### src/hw/rtl/bir_pkg.sv
// ----------------------------------------------------------------------------
// bir_pkg
// Shared types and constants of the band interleave reorder block.
// ----------------------------------------------------------------------------
`default_nettype none

package bir_pkg;

    localparam int PIX_W       = 13;
    localparam int BND_W       = 5;
    localparam int DPIX_W      = 12;
    localparam int DBND_W      = 4;
    localparam int SMP_W       = 16;
    localparam int BLEN_W      = 17;
    localparam int X_W         = 17;
    localparam int PIX_MAX     = 8191;
    localparam int BND_MAX     = 31;
    localparam int RST_PIXELS  = 1024;
    localparam int RST_BANDS   = 3;

    typedef enum logic {
        OP_PUSH  = 1'b0,
        OP_DRAIN = 1'b1
    } t_op;

    typedef enum logic [1:0] {
        CFG_PIXELS = 2'd0,
        CFG_BANDS  = 2'd1,
        CFG_DIR    = 2'd2
    } t_cfg_idx;

    // effective block sizes, already clamped
    typedef struct packed {
        logic [BLEN_W-1:0] blen;
        logic [PIX_W-1:0]  pixels;
        logic [BND_W-1:0]  bands;
        logic              dir;
    } t_cfg;

    // one request on its way through address calculation and memory access
    typedef struct packed {
        logic              emit;
        logic              drop;
        logic              last;
        logic [DBND_W-1:0] band;
        logic [PIX_W-1:0]  mul_a;
        logic [BND_W-1:0]  mul_m;
        logic [DPIX_W-1:0] mul_c;
        logic              rd_bank;
        logic              wr_en;
        logic              wr_bank;
        logic [PIX_W-1:0]  wr_pos;
        logic [SMP_W-1:0]  wr_data;
    } t_tok;

endpackage

`default_nettype wire

### src/hw/rtl/bir_cfg.sv
// ----------------------------------------------------------------------------
// bir_cfg
// Configuration registers and clamped block sizes, updated on the write.
// ----------------------------------------------------------------------------
`default_nettype none

module bir_cfg import bir_pkg::*; #(
    parameter int BANK_SAMPLES = 4096,
    parameter int MAX_BANDS    = 16
) (
    input  wire logic             i_clk,
    input  wire logic             i_rst_n,
    input  wire logic             i_cfg_we,
    input  wire logic [1:0]       i_cfg_idx,
    input  wire logic [PIX_W-1:0] i_cfg_wdata,
    output t_cfg                  o_cfg
);

    localparam int BMAX     = (MAX_BANDS < BND_MAX) ? MAX_BANDS : BND_MAX;
    localparam int BIW      = $clog2(BMAX);
    localparam int RB       = (MAX_BANDS < RST_BANDS) ? MAX_BANDS : RST_BANDS;
    localparam int RCAP_RAW = BANK_SAMPLES / RB;
    localparam int RCAP     = (RCAP_RAW < 1) ? 1 :
                              ((RCAP_RAW > PIX_MAX) ? PIX_MAX : RCAP_RAW);
    localparam int RP       = (RST_PIXELS < RCAP) ? RST_PIXELS : RCAP;
    localparam int RBLEN    = RP * RB;

    logic [PIX_W-1:0] cap_tab [BMAX];

    for (genvar g = 0; g < BMAX; g++) begin : g_cap
        localparam int CAP_RAW = BANK_SAMPLES / (g + 1);
        localparam int CAP_V   = (CAP_RAW < 1) ? 1 :
                                 ((CAP_RAW > PIX_MAX) ? PIX_MAX : CAP_RAW);
        assign cap_tab[g] = PIX_W'(CAP_V);
    end

    logic [PIX_W-1:0]       r_ppb, n_ppb;
    logic [BND_W-1:0]       r_bands, n_bands;
    logic                   r_dir, n_dir;
    t_cfg                   r_cfg, n_cfg;
    logic [BND_W-1:0]       beff;
    logic [PIX_W-1:0]       cap;
    logic [PIX_W-1:0]       peff;
    logic [PIX_W+BND_W-1:0] prod;

    always_comb begin
        n_ppb   = r_ppb;
        n_bands = r_bands;
        n_dir   = r_dir;
        if (i_cfg_we) begin
            case (t_cfg_idx'(i_cfg_idx))
                CFG_PIXELS: n_ppb   = i_cfg_wdata;
                CFG_BANDS:  n_bands = i_cfg_wdata[BND_W-1:0];
                CFG_DIR:    n_dir   = i_cfg_wdata[0];
                default: ;
            endcase
        end

        if (n_bands == '0) begin
            beff = BND_W'(1);
        end else if (n_bands > BND_W'(BMAX)) begin
            beff = BND_W'(BMAX);
        end else begin
            beff = n_bands;
        end
        cap = cap_tab[BIW'(beff - BND_W'(1))];
        if (n_ppb == '0) begin
            peff = PIX_W'(1);
        end else if (n_ppb > cap) begin
            peff = cap;
        end else begin
            peff = n_ppb;
        end
        prod = (PIX_W+BND_W)'(peff) * (PIX_W+BND_W)'(beff);

        n_cfg.blen   = BLEN_W'(prod);
        n_cfg.pixels = peff;
        n_cfg.bands  = beff;
        n_cfg.dir    = n_dir;
    end

    always_ff @(posedge i_clk) begin
        if (!i_rst_n) begin
            r_ppb        <= PIX_W'(RST_PIXELS);
            r_bands      <= BND_W'(RST_BANDS);
            r_dir        <= 1'b0;
            r_cfg.blen   <= BLEN_W'(RBLEN);
            r_cfg.pixels <= PIX_W'(RP);
            r_cfg.bands  <= BND_W'(RB);
            r_cfg.dir    <= 1'b0;
        end else begin
            r_ppb   <= n_ppb;
            r_bands <= n_bands;
            r_dir   <= n_dir;
            r_cfg   <= n_cfg;
        end
    end

    assign o_cfg = r_cfg;

endmodule

`default_nettype wire

### config.mk
export PLATFORM = sky130hd
export DESIGN_NAME = bir_cfg
export DESIGN_NICKNAME = d
export VERILOG_FILES = /design/src/hw/rtl/bir_pkg.sv /design/src/hw/rtl/bir_cfg.sv
export SDC_FILE = /design/constraint.sdc
export NUM_CORES = 1
export LEC_CHECK = 0
export BUFFER_PORTS_ARGS = -buffer_cell sky130_fd_sc_hd__clkbuf_2
export CAP_MARGIN = 20
export CORE_MARGIN = 8
export CORE_UTILIZATION = 50
export CTS_BUF_LIST = sky130_fd_sc_hd__clkbuf_4 sky130_fd_sc_hd__clkbuf_8 sky130_fd_sc_hd__clkbuf_16
export DETAILED_ROUTE_END_ITERATION = 10
export GPL_TIMING_DRIVEN = 0
export HOLD_SLACK_MARGIN = 0.15
export PLACE_DENSITY = 0.67
export SYNTH_ARGS = -nofsm -noshare
export SYNTH_HDL_FRONTEND = slang
export SYNTH_SLANG_ARGS = --single-unit
### constraint.sdc
create_clock -name i_clk -period 9.2 [get_ports i_clk]
set_input_delay 0.46 -clock i_clk [delete_from_list [all_inputs] [get_ports i_clk]]
set_output_delay 0.46 -clock i_clk [all_outputs]
set_load 0.02 [all_outputs]
==> impl_metrics.py, run 1 <==
metrics = {
    "timing": {
        "rsz0062_at_grt": "false",
        "period_share": 0.9330,
        "worst-slew-pin-transition_ps": 888.7,
        "clock_skew_ps": 11.62,
        "postLayoutSetupSlackWorst_ps": 616.4,
        "setup-violations-final": 0,
        "period_needed_ps": 8584,
        "slew_headroom": 0.4013,
        "slew_violations": 0,
        "hold_viol_final": 0,
        "fmax_ghz": 0.1165,
    },
    "cells_and_area": {
        "stdcell_count": 700,
        "drive_above_1_share": 0.1698,
        "nFillCells": 851,
        "final_common_cell": "nor2_1",
        "area_growth_pct": 11.83,
        "nets": 683,
        "fin_area_sq_mm": 0.005086,
        "antenna_cells": 0,
        "mostFrequentLayoutCells": "nor2_1 (70), inv_1 (65), clkbuf_2 (53), dfxtp_1 (53), ha_1 (45)",
    },
    "yosys": {
        "synth.net_count": 623,
        "yosysWarnings": 0,
        "syn_avg_cell_area_sq_um": 8.614,
        "seq_area_frac_synth": 0.2333,
        "ys_ff_latch": 53,
        "syn_area_sq_mm": 0.004548,
        "syn_inst": 528,
        "synth_flop_cell": "dfxtp_1",
        "async_flop_share": 0,
        "synth_cell_type_count": 58,
        "synth_edf_count": 0,
    },
    "worst_hold_path": {
        "hp-class": "input pin to register",
    },
    "power": {
        "power_density_mw_per_mm2": 193.2,
        "p_leak_nw": 2.570,
        "fin_total_pwr_w": 0.0009825,
        "ir_drop_uv": 82.47,
    },
    "routing": {
        "drtPass1Iterations": 4,
        "routedWlPerCell_um": 15.26,
        "ant_nets": 0,
        "via_per_inst": 5.213,
        "drt_iter0_markers": 190,
        "remaining_drc_errors": 0,
        "wl_um": 10690,
        "vias": 3649,
    },
    "global_routing": {
        "grt_usage": 0.1794,
        "grt_antenna_before_repair": 0,
        "grt_max_degree": 18,
        "grt_pass1_wl_um": 18530,
        "first_global_vias": 3802,
        "overflow": 0,
    },
    "placed_design": {
        "io_buffers": 53,
        "dp.cells": 692,
        "dpl_cell_area_sq_mm": 0.004952,
        "pre_cts_ws_ps": -239.5,
        "hpwl_um": 8558,
        "gp_congestion": 0.8797,
    },
    "run": {
        "drv_cap": 0,
    },
    "critical_path": {
        "arrival_ps": 8800,
        "critical_path_class": "input pin to register",
        "critical_path_peak_fanout": 10,
        "startpoint_type": "input pin",
        "critical-path-slowest-cell": "fa_1",
        "path_common_cell": "nand2_1",
        "required_ps": 9420,
        "crit_path_max_incr_delay_ps": 540,
        "endpoint_kind": "register",
    },
    "cts": {
        "post_cts_buffers": 0,
        "clk_path_buf_depth": 2,
        "clock_sinks": 53,
        "cts_tree": "built",
        "numCtsBuffers": 5,
        "cts_max_level": 2,
        "clock_latency_ps": 310,
        "cts_resized": 0,
        "hold_buffers": 0,
        "clk_pin_slew_ps": 100,
        "cts-root-buf": "clkbuf_8",
    },
    "floorplan": {
        "coreArea_sq_mm": 0.009021,
        "core.rowCount": 35,
        "die_h_um": 111.4,
        "die_width_um": 111.4,
        "start_util": 0.5042,
        "dieArea_sq_mm": 0.01240,
        "pin_count": 54,
    },
    "status": {
        "status": "complete, no violations",
    },
}
[synth_stat cells, types with 2 or more instances]
| cell type | n | share of area |
|---|---|---|
| nor2b_1 | 17 | 0.023 |
| and2_1 | 15 | 0.021 |
| nand2b_1 | 12 | 0.017 |
| dfxtp_1 | 53 | 0.23 |
| mux2_2 | 6 | 0.015 |
| or4_1 | 2 | 0.0033 |
| nor3_1 | 8 | 0.0088 |
| a31oi_1 | 4 | 0.0055 |
| xnor2_1 | 7 | 0.013 |
| nand2_1 | 36 | 0.030 |
| a2111oi_0 | 2 | 0.0039 |
| or2_2 | 7 | 0.0096 |
| a21o_1 | 7 | 0.012 |
| buf_6 | 2 | 0.0050 |
| nor3b_1 | 2 | 0.0033 |
| mux2i_1 | 18 | 0.040 |
| o21ai_1 | 4 | 0.0044 |
| buf_4 | 2 | 0.0033 |
| a211oi_1 | 2 | 0.0033 |
| nand3_1 | 4 | 0.0044 |
| nor2_1 | 70 | 0.058 |
| ha_1 | 45 | 0.12 |
| o21ai_0 | 21 | 0.023 |
| nor4_1 | 2 | 0.0028 |
| o21a_1 | 6 | 0.0099 |
| a21oi_1 | 16 | 0.018 |
| fa_1 | 32 | 0.14 |
| and3b_1 | 3 | 0.0058 |
| nand4_1 | 2 | 0.0028 |
| nor2_2 | 2 | 0.0028 |
| buf_2 | 7 | 0.0077 |
| or3_1 | 2 | 0.0028 |
| inv_1 | 65 | 0.054 |
| clkbuf_1 | 7 | 0.0058 |
| or2_1 | 8 | 0.011 |
| mux2i_4 | 2 | 0.0099 |
| o31a_1 | 2 | 0.0039 |
| xor2_1 | 6 | 0.012 |
[through the flow]
step                      hold WS (ps)    util  setup TNS (ps)
after global routing             471.2  0.5638               0
after global placement           501.7  0.5490          -266.4
final                            446.9  0.5638               0
after floorplan                  478.4       -               0
after CTS                        446.9  0.5591               0
after detailed placement         517.5  0.5490          -271.0
[metal layers]
metal | GRT usage | vias to the layer above | routed length, um
met5 | 0 | - | 0
met4 | 0.05689 | 0 | 182
met3 | 0.02688 | 11 | 491
met2 | 0.2999 | 67 | 5027
met1 | 0.2315 | 1728 | 4983
li1 | - | 1843 | -
[final timing paths]
| path | start | to | slack (ps) | depth (start not counted) |
|---|---|---|---|---|
| max | i_cfg_idx[1] | o_cfg[35]$_SDFF_PN0_ | 620 | 34 |
| max reg2reg | r_bands[2]$_SDFF_PN0_ | o_cfg[35]$_SDFF_PN0_ | 830 | 33 |
| min reg2reg | r_ppb[11]$_SDFF_PN0_ | r_ppb[11]$_SDFF_PN0_ | 540 | 2 |
| min | i_cfg_wdata[11] | r_ppb[11]$_SDFF_PN0_ | 450 | 3 |
[report_power, final]
| part | switching [W] | internal (W) | leakage [nW] |
|---|---|---|---|
| clock | 0.0000839 | 0.0000543 | 0.0481 |
| combinational | 0.000343 | 0.000225 | 2.09 |
| sequential | 0.00000915 | 0.000268 | 0.434 |
| total | 0.000436 | 0.000547 | 2.57 |
[kinds of logic after synthesis]
kind of cell	Yosys count	share of synthesized area
DFF	53	0.2333
adders and majority gates	77	0.2646
AOI/OAI and AO/OA	76	0.1092
buffers and inverters	83	0.07538
and+or+nand+nor	198	0.2212
xor gates and xnor gates	14	0.02861
muxes	27	0.06767
[critical path: cells and delay by family]
kind	cells	cell delay (ps)
XOR/XNOR	1	240
multiplexers	1	380
adder cells (fa/ha/maj)	6	2570
AO/OA/AOI/OAI	13	2970
AND/OR/NAND/NOR	9	1590
buffers and inverters	4	590
[state kept, by name, summed over array words and instances, names as in the netlist]
name,cells
r_ppb,13
r_bands,5
o_cfg,35
[final cells by class]
cell class,count,area (sq um),area share
buffer,18,98.84,0.01943
clock buffer,5,68.82,0.01353
clock inverter,3,22.52,0.004428
inverter,65,244.0,0.04797
multi-input combinational,392,3187,0.6266
sequential,53,1061,0.2086
tap,111,138.9,0.02731
timing repair buffer,53,265.3,0.05215
Power figures use the tool's default switching activity.
==> inputs of run 2 (changes only) <==
--- a/config.mk
+++ b/config.mk
@@ -13,7 +13,7 @@
 export DETAILED_ROUTE_END_ITERATION = 10
 export GPL_TIMING_DRIVEN = 0
 export HOLD_SLACK_MARGIN = 0.15
-export PLACE_DENSITY = 0.67
+export PLACE_DENSITY = 0.8
 export SYNTH_ARGS = -nofsm -noshare
 export SYNTH_HDL_FRONTEND = slang
 export SYNTH_SLANG_ARGS = --single-unit
==> impl_metrics.py, run 2 (synthesis gave the netlist of run 1 again) <==
metrics = {
    "global_routing": {
        "grt_pass1_wl_um": 18590,
        "overflow": 0,
        "grt_usage": 0.1786,
        "grt_max_degree": 16,
        "first_global_vias": 3776,
        "grt_antenna_before_repair": 0,
    },
    "power": {
        "p_sw_w": 0.0004348,
        "ir_drop_uv": 86.75,
        "p_int_w": 0.0005615,
        "p_leak_nw": 2.569,
        "power_density_mw_per_mm2": 196.3,
        "clock_power_share": 0.147,
        "p_comb_frac": 0.575,
        "fin_total_pwr_w": 0.0009962,
        "p_seq_frac": 0.278,
        "p_sw_frac": 0.4364,
    },
    "timing": {
        "rsz0062_at_grt": "false",
        "period_share": 0.9283,
        "slew_violations": 0,
        "period_needed_ps": 8540,
        "clock_skew_ps": 5.820,
        "setup_tns_ps": 0,
        "hold_viol_final": 0,
        "worst-slew-pin-transition_ps": 847.1,
        "slew_headroom": 0.4293,
        "fmax_ghz": 0.1171,
        "setup-violations-final": 0,
    },
    "routing": {
        "drtPass1Iterations": 4,
        "via_per_inst": 5.309,
        "routedWlPerCell_um": 15.65,
        "drt_iter0_markers": 226,
        "remaining_drc_errors": 0,
        "wl_um": 10960,
        "vias": 3716,
        "ant_nets": 0,
    },
    "cells_and_area": {
        "stdcell_count": 700,
        "nFillCells": 862,
        "antenna_cells": 0,
        "nets": 683,
        "largest_reg_flops": 35,
        "mostFrequentLayoutCells": "nor2_1 (70), inv_1 (65), clkbuf_2 (53), dfxtp_1 (53), ha_1 (45)",
        "drive_above_1_share": 0.1698,
        "final_common_cell": "nor2_1",
        "final_util": 0.5627,
        "area_growth_pct": 11.61,
        "fin_area_sq_mm": 0.005076,
    },
    "placed_design": {
        "hpwl_um": 8895,
        "gp_congestion": 0.8860,
        "io_buffers": 53,
        "dpl_cell_area_sq_mm": 0.004952,
        "dp.cells": 692,
    },
    "cts": {
        "numCtsBuffers": 5,
        "clock_sinks": 53,
        "cts_max_level": 2,
        "clock_latency_ps": 300,
        "clk_path_buf_depth": 2,
        "cts-root-buf": "clkbuf_8",
        "post_cts_buffers": 0,
        "hold_buffers": 0,
        "clk_pin_slew_ps": 100,
        "cts_tree": "built",
    },
    "critical_path": {
        "rr_endpoint": "o_cfg[35]$_SDFF_PN0_",
        "critical_path_class": "input pin to register",
        "rrSetupSlack_ps": 820,
        "reg2reg_from": "r_bands[4]$_SDFF_PN0_",
        "required_ps": 9410,
        "rr_worst_depth": 30,
        "endpoint_kind": "register",
        "crit_path_max_incr_delay_ps": 550,
        "arrival_ps": 8750,
        "startpoint_type": "input pin",
        "critical-path-slowest-cell": "fa_1",
        "critical_path_peak_fanout": 10,
    },
    "floorplan": {
        "pin_count": 54,
        "die_width_um": 111.4,
        "dieArea_sq_mm": 0.01240,
        "coreArea_sq_mm": 0.009021,
        "core.rowCount": 35,
        "die_h_um": 111.4,
        "start_util": 0.5042,
    },
    "worst_hold_path": {
        "min_path_cells": 3,
        "holdPathEnd": "r_ppb[11]$_SDFF_PN0_",
        "hold_start": "i_cfg_wdata[11]",
        "hp-class": "input pin to register",
    },
    "status": {
        "status": "complete, no violations",
    },
    "run": {
        "drv_cap": 0,
    },
}
==> run 2: metal layers <==
layer,GRT usage,part of all wire,vias to the layer above,wire length [um]
li1,-,-,1846,-
met1,0.2181,0.44,1773,4828
met2,0.3082,0.49,81,5398
met3,0.03387,0.042,16,461
met4,0.05689,0.024,0,268
met5,0,0,-,0
==> run 2: final cells by class <==
| class | instances | area (sq um) | area share |
|---|---|---|---|
| buffer | 18 | 98.84 | 0.01947 |
| clock buffer | 7 | 96.34 | 0.01898 |
| clock inverter | 1 | 5.005 | 0.0009859 |
| inverter | 65 | 244.0 | 0.04807 |
| multi-input combinational | 392 | 3167 | 0.6239 |
| sequential | 53 | 1061 | 0.2090 |
| tap | 111 | 138.9 | 0.02736 |
| timing repair buffer | 53 | 265.3 | 0.05226 |
==> run 2: power groups by stage <==
stage	logic (W)	registers, W	clock network (W)
after detailed placement	0.000568	0.000283	0
final	0.000573	0.000277	0.000146
after CTS	0.000573	0.000277	0.000154
after global placement	0.000553	0.000281	0
after global routing	0.000643	0.000280	0.000158
after floorplan	0.000384	0.000328	0
==> run 2: repair_timing <==
action / CTS / global route
hold endpoints to repair: 0 / 0
gates resized for setup: 0 / 5
setup endpoints to repair: 0 / 4
==> run 2: worst max path at each step <==
stage	startpoint	endpoint	cells past startpoint
floorplan	i_cfg_idx[1]	o_cfg[35]$_SDFF_PN0_	33
global placement	i_cfg_idx[1]	o_cfg[35]$_SDFF_PN0_	30
detailed placement	i_cfg_idx[1]	o_cfg[35]$_SDFF_PN0_	31
CTS	i_cfg_idx[1]	o_cfg[35]$_SDFF_PN0_	31
global route	i_cfg_idx[1]	o_cfg[35]$_SDFF_PN0_	34
finish	i_cfg_idx[1]	o_cfg[35]$_SDFF_PN0_	32
==> run 2: critical path: cells and delay by family <==
kind | cells | cell delay [ps]
muxes | 1 | 500
xor gates and xnor gates | 1 | 220
buffers and inverters | 4 | 610
adders and majority gates | 6 | 2560
and+or+nand+nor | 7 | 1430
AOI/OAI and AO/OA | 13 | 2930
==> run 2: through the flow <==
stage          hold WS [ps]  setup WS, ps
2_1_floorplan         478.4          1457
3_3_place_gp          498.0        -223.5
3_5_place_dp          512.6        -267.0
4_1_cts               438.7         37.49
5_1_grt               449.4         169.3
6_report              444.6         659.9
